==> src/hdl/rtl_pkg.sv <==
package rtl_pkg;

    localparam int ENTRIES_DEF = 16;

    localparam logic [4:0]  MAX_ENTRIES_RST = 5'd16;
    localparam logic [47:0] BUDGET_RST      = 48'h0000_8000_0000;

    localparam logic [47:0] M48 = 48'hFFFF_FFFF_FFFF;
    localparam logic [31:0] M32 = 32'hFFFF_FFFF;
    localparam logic [15:0] M16 = 16'hFFFF;

    typedef enum logic [2:0] {
        REQ_LOAD    = 3'd0,
        REQ_TOUCH   = 3'd1,
        REQ_ACQUIRE = 3'd2,
        REQ_RELEASE = 3'd3,
        REQ_ERASE   = 3'd4,
        REQ_FITS    = 3'd5,
        REQ_OLDEST  = 3'd6,
        REQ_EXPIRED = 3'd7
    } t_req;

    typedef enum logic [2:0] {
        ST_OK        = 3'd0,
        ST_EXISTS    = 3'd1,
        ST_OVER      = 3'd2,
        ST_NOT_FOUND = 3'd3,
        ST_UNBAL     = 3'd4,
        ST_IN_USE    = 3'd5
    } t_status;

    localparam logic [1:0] CFG_MAX_ENTRIES = 2'd0;
    localparam logic [1:0] CFG_BUDGET      = 2'd1;
    localparam logic [1:0] CFG_RESERVE     = 2'd2;
    localparam logic [1:0] CFG_DEFAULT_KA  = 2'd3;

    // controller to datapath
    typedef struct packed {
        logic scan_clear;  // start a scan pass
        logic scan_step;   // examine current slot
        logic act;         // apply the request update
        logic emit;        // load output register
        logic emit_match;  // emit expired match at current slot
        logic emit_last;
        logic emit_none;   // expired query with no match
    } t_cmd;

    // datapath to controller
    typedef struct packed {
        logic scan_done;   // current slot is the final one
        logic slot_match;  // current slot is an expired match
        logic any_later;   // a later slot still matches
    } t_sts;

endpackage

==> src/hdl/rtl_ctrl.sv <==
module rtl_ctrl (
    input  logic            i_clk,
    input  logic            i_rst_n,
    input  logic            i_in_valid,
    output logic            o_in_stall,
    input  logic [2:0]      i_req,
    input  logic            i_out_busy,
    input  rtl_pkg::t_sts   i_sts,
    output rtl_pkg::t_cmd   o_cmd
);

    typedef enum logic [4:0] {
        S_IDLE = 5'b00001,
        S_SCAN = 5'b00010,
        S_ACT  = 5'b00100,
        S_LIST = 5'b01000,
        S_EMIT = 5'b10000
    } t_state;

    t_state r_state, n_state;
    logic   r_any, n_any;
    logic   accept;

    assign o_in_stall = (r_state != S_IDLE);
    assign accept     = i_in_valid && (r_state == S_IDLE);

    // sequence: scan all slots, then update or list results
    always_comb begin
        n_state = r_state;
        n_any   = r_any;
        o_cmd   = '0;
        case (r_state)
            S_IDLE: begin
                if (accept) begin
                    o_cmd.scan_clear = 1'b1;
                    n_state = S_SCAN;
                end
            end
            S_SCAN: begin
                o_cmd.scan_step = 1'b1;
                if (i_sts.scan_done) begin
                    if (i_req == rtl_pkg::REQ_EXPIRED) begin
                        o_cmd.scan_clear = 1'b1;
                        n_any   = 1'b0;
                        n_state = S_LIST;
                    end else begin
                        n_state = S_ACT;
                    end
                end
            end
            S_ACT: begin
                if (!i_out_busy) begin
                    o_cmd.act  = 1'b1;
                    o_cmd.emit = 1'b1;
                    n_state    = S_EMIT;
                end
            end
            S_LIST: begin
                if (!i_out_busy) begin
                    if (i_sts.slot_match) begin
                        o_cmd.emit       = 1'b1;
                        o_cmd.emit_match = 1'b1;
                        o_cmd.emit_last  = !i_sts.any_later;
                        n_any = 1'b1;
                    end else if (i_sts.scan_done && !r_any) begin
                        o_cmd.emit      = 1'b1;
                        o_cmd.emit_none = 1'b1;
                    end
                    o_cmd.scan_step = 1'b1;
                    if (i_sts.scan_done) n_state = S_EMIT;
                end
            end
            S_EMIT: begin
                if (!i_out_busy) n_state = S_IDLE;
            end
            default: n_state = S_IDLE;
        endcase
    end

    always_ff @(posedge i_clk) begin
        if (!i_rst_n) begin
            r_state <= S_IDLE;
            r_any   <= 1'b0;
        end else begin
            r_state <= n_state;
            r_any   <= n_any;
        end
    end

    a_stall_busy: assert property (@(posedge i_clk) disable iff (!i_rst_n)
        (r_state != S_IDLE) |-> o_in_stall)
        else $error("input not stalled while busy");
    a_act_once: assert property (@(posedge i_clk) disable iff (!i_rst_n)
        o_cmd.act |=> !o_cmd.act)
        else $error("update applied twice");
    a_emit_free: assert property (@(posedge i_clk) disable iff (!i_rst_n)
        o_cmd.emit |-> !i_out_busy)
        else $error("result emitted over a waiting beat");

endmodule

==> config.mk <==
export PLATFORM = sky130hd
export DESIGN_NAME = rtl_ctrl
export DESIGN_NICKNAME = d
export VERILOG_FILES = /design/src/hdl/rtl_pkg.sv /design/src/hdl/rtl_ctrl.sv
export SDC_FILE = /design/constraint.sdc
export NUM_CORES = 1
export LEC_CHECK = 0
export BUFFER_PORTS_ARGS = -buffer_cell sky130_fd_sc_hd__clkbuf_2
export CAP_MARGIN = 0
export CORE_AREA = 5 5 42 44
export DETAILED_ROUTE_END_ITERATION = 16
export DIE_AREA = 0 0 47 49
export PLACE_DENSITY_LB_ADDON = 0.08
export SLEW_MARGIN = 20
export SYNTH_ARGS = -nofsm -noshare
export SYNTH_HDL_FRONTEND = slang
export SYNTH_SLANG_ARGS = --single-unit
==> constraint.sdc <==
create_clock -name i_clk -period 1.4 [get_ports i_clk]
set_input_delay 0.14 -clock i_clk [delete_from_list [all_inputs] [get_ports i_clk]]
set_output_delay 0.14 -clock i_clk [all_outputs]
set_load 0.005 [all_outputs]
==> parameters.txt <==
Parameter                              Value

Outcome
  Status    finished with violations
  Violated checks    negative setup slack

Detailed routing
  Total iterations of the first detailed-routing run    4
  Via density    5.08
  Violation count after the first detailed-route iteration    3
  Number of nets with antenna violations after routing    0
  Count of unresolved DRC violations after routing    0
  Top layer reached by signal wires    met4
  Routed length on met3    51 µm
  M1 wire length    605 µm
  Vias post-DR    559
  Routed len/inst    12.8 µm
  Met2 wirelength from detailed routing    742 µm
  Total Wirelength    1410 µm

Critical path
  Cell family with most CP delay    flip-flops
  Reg-to-Reg Start    r_state[1]
  CP Capture Type    output port
  Peak per-stage delay on the critical path    0.33 ns
  CP Cell Sequence    buf_6 > nand2b_4 > a2111oi_4 > buf_2
  Depth of the critical timing path with buffers and inverters included    4
  Data arrival time of the critical path    1.32 ns
  Crit path max-delay cell type    sky130_fd_sc_hd__dfxtp_2
  Critical-path maximum fanout    5
  CP Launch Point    r_state[3]
  R2r setup slk    0.07 ns
  Last element of the critical path    o_cmd[3]
  CP Data Required Time    1.26 ns
  Startpoint Class    flip-flop
  Start-to-end type of the worst setup path    flip-flop to output port
  Capture point of the worst reg-to-reg path    r_state[1]
  Logic depth of the worst register-to-register path    6
  Number of buffers and inverters on the critical path    2

Finish
  Layout cells sized above 1    61.7%
  Filler instances    134
  Antenna cells    0
  Number of nets in the final layout    106
  Sequential cell area    136 µm²
  Area of the multi-input gates    424 µm²
  Synthesis-to-layout area growth    53.3%

STA
  Max-slew violation count    0
  Slew headroom    77.7%
  Hold slack    0.222 ns
  Final critical-path required period    1.46 ns
  Final hold violation count    0
  Final worst setup slack    -0.0606 ns
  Maximum clock frequency    0.685 GHz
  Period Utilization, post-route    104%
  RSZ-0062 raised after global routing    true
  Setup violations, final    4
  Setup clock skew after layout    0.00177 ns
  Setup Total Neg Slack    -0.143 ns
  Slew at the pin closest to its max-slew limit    0.334 ns

Clock tree
  Clock Path Buffers    2
  Clock slew at the register clock pins of the worst setup and hold paths    0.04 ns
  CTS tree    yes
  # H-tree levels    1
  CTS Sinks    6
  Number of hold-repair buffers added at the cts stage    0
  Worst skew pair latency    0.24 ns
  Number of buffers added by the clock tree synthesis step    3
  Clock root buffer    sky130_fd_sc_hd__clkbuf_4

Synthesis
  Dominant cells by area after synthesis    sky130_fd_sc_hd__dfxtp_1 22%, sky130_fd_sc_hd__buf_6 6.1%, sky130_fd_sc_hd__o311ai_4 4.8%
  Seq/Total Area, Yosys    21.8%
  Number of flops mapped to enable cells by yosys    0
  Fraction of synthesis flops using an asynchronous set or reset pin    0%
  Commonest cells in the netlist    6 x sky130_fd_sc_hd__dfxtp_1, 4 x sky130_fd_sc_hd__nand2_1, 4 x sky130_fd_sc_hd__nor2_1
  Number of flip-flops and latches in the synthesized netlist    6
  Synthesized-area fraction occupied by adder cells    0%
  Post-synthesis cell count    62
  Share of cell area taken by muxes after synthesis    3.63%
  Proportion of netlist area held by the largest area contributor    21.8%
  Number of unique standard cell types used by synthesis    37
  Simple logic cell fraction of the synthesized area    33.6%
  Area leader, netlist    sky130_fd_sc_hd__dfxtp_1
  Average cell area after synthesis    8.90 µm²
  Syn Std Cell Area    552 µm²
  Most frequent cell after synthesis    sky130_fd_sc_hd__dfxtp_1
  Largest family of logic cells by synthesized area    simple AND/OR/NAND/NOR gates
  Synthesized-area fraction occupied by xor and xnor cells    7.71%
  Synth warn    0
  Predominant post-synthesis flop cell    sky130_fd_sc_hd__dfxtp_1
  Share of the synthesized area in compound gates (AO/OA/AOI/OAI)    22.7%
  Mapped Nets    72

Pwr
  Leak Pwr    0.391 nW
  Maximum resistive drop on vdd    0.000528 V
  Power per Cell Area    730 nW/µm²

Floorplanning
  Core outline area    1400 µm²
  Die height    49 µm
  Chip width    47 µm
  Die area    2300 µm²
  Effective utilization at floorplan    39.4%
  FP Rows    14
  Top Ports    18

Run
  Max-cap violations    0

Placed design
  Routability Congestion    0.698
  HPWL after detailed placement    979 µm
  Count of port buffers added during placement    17

Global route
  Initial antenna violation count    0
  Vias in the first global route    548
  Global route total overflow    0
  Wire length of the first global-routing pass    2350 µm
  Maximum number of pins on one net before global-route repair    10
  Global-route usage over all layers    14.0%

Worst hold path
  Type of the worst min-delay path    input pin to flip-flop
-- flip-flops by register name, summed over array words and instances (netlist names) --
| register | cells |
|---|---|
| r_state | 5 |
| r_any | 1 |
-- cells in the final DEF, fill, tap and decap left out, types with 2 or more instances in the layout --
cell / synthesis / final
sky130_fd_sc_hd__buf_4: 0 / 15
sky130_fd_sc_hd__clkbuf_2: 0 / 12
sky130_fd_sc_hd__buf_2: 2 / 5
sky130_fd_sc_hd__nand2_1: 4 / 4
sky130_fd_sc_hd__dfxtp_4: 0 / 4
sky130_fd_sc_hd__nor2_1: 4 / 3
sky130_fd_sc_hd__inv_1: 3 / 3
sky130_fd_sc_hd__clkbuf_4: 0 / 3
sky130_fd_sc_hd__buf_6: 3 / 3
sky130_fd_sc_hd__nor2_4: 1 / 2
sky130_fd_sc_hd__and3_1: 2 / 2
sky130_fd_sc_hd__o21ai_1: 1 / 2
sky130_fd_sc_hd__nand4b_1: 2 / 2
sky130_fd_sc_hd__mux2i_1: 2 / 2
sky130_fd_sc_hd__xor2_1: 2 / 2
sky130_fd_sc_hd__o211ai_1: 2 / 2
-- worst register-to-register path: cells and delay by family, from the launching register on --
kind,cells,cell delay (ns)
AO/OA/AOI/OAI,3,0.46
flip-flops,1,0.36
buffers and inverters,2,0.27
XOR/XNOR,1,0.14
-- per-layer routing --
layer | vias up | global-route usage [%]
met5 | - | 0
met4 | 0 | 6.91
met3 | 2 | 2.21
met2 | 8 | 22.6
met1 | 257 | 17.2
li1 | 292 | -
-- worst min-delay path by stage --
stage | from | end | slack [ns] | cells after the start
6_report | i_rst_n | r_state[0] | 0.22 | 2
5_1_grt | i_rst_n | r_any | 0.25 | 2
4_1_cts | i_rst_n | r_state[0] | 0.21 | 2
3_5_place_dp | i_rst_n | r_state[0] | 0.46 | 2
3_3_place_gp | i_rst_n | r_state[0] | 0.47 | 2
2_1_floorplan | i_out_busy | o_cmd[3] | 0.31 | 1
-- report_power, final --
group / total (mW) / internal (mW) / switching (mW)
Sequential: 0.213 / 0.184 / 0.0284
Clock: 0.157 / 0.0968 / 0.0597
Combinational: 0.248 / 0.132 / 0.115
Total: 0.617 / 0.413 / 0.204
-- cell families after synthesis --
kind of cell / after synthesis
flops: 6
compound gates: 13
mux: 2
buf+inv: 9
simple gates: 28
xor+xnor: 4
-- final cells by class --
cell class,instances,area share (%)
multi-input combinational,47,50.1
timing repair buffer,35,27.4
sequential,6,16.1
clock buffer,3,2.66
tap,16,2.37
inverter,3,1.33
-- timing repair --
| action | CTS | global route |
|---|---|---|
| pin swaps | 8 | 9 |
| resized for setup | 16 | 11 |
| setup buffers | 13 | 2 |
| setup endpoints to repair | 7 | 9 |
-- metrics by stage --
| step | power [mW] | util, % | setup slack (ns) | cells | instance area (µm²) |
|---|---|---|---|---|---|
| 6_report | 0.617 | 60.4 | -0.0606 | 110 | 846 |
| 5_1_grt | 0.664 | 60.4 | -0.141 | 110 | 846 |
| 4_1_cts | 0.615 | 57.3 | -0.0846 | 108 | 803 |
| 3_5_place_dp | 0.389 | 45.1 | 0.00145 | 92 | 632 |
| 3_3_place_gp | 0.391 | 45.1 | -0.0252 | 92 | 632 |
| 2_1_floorplan | 0.360 | - | 0.172 | 62 | 552 |
Power figures use the tool's default switching activity.
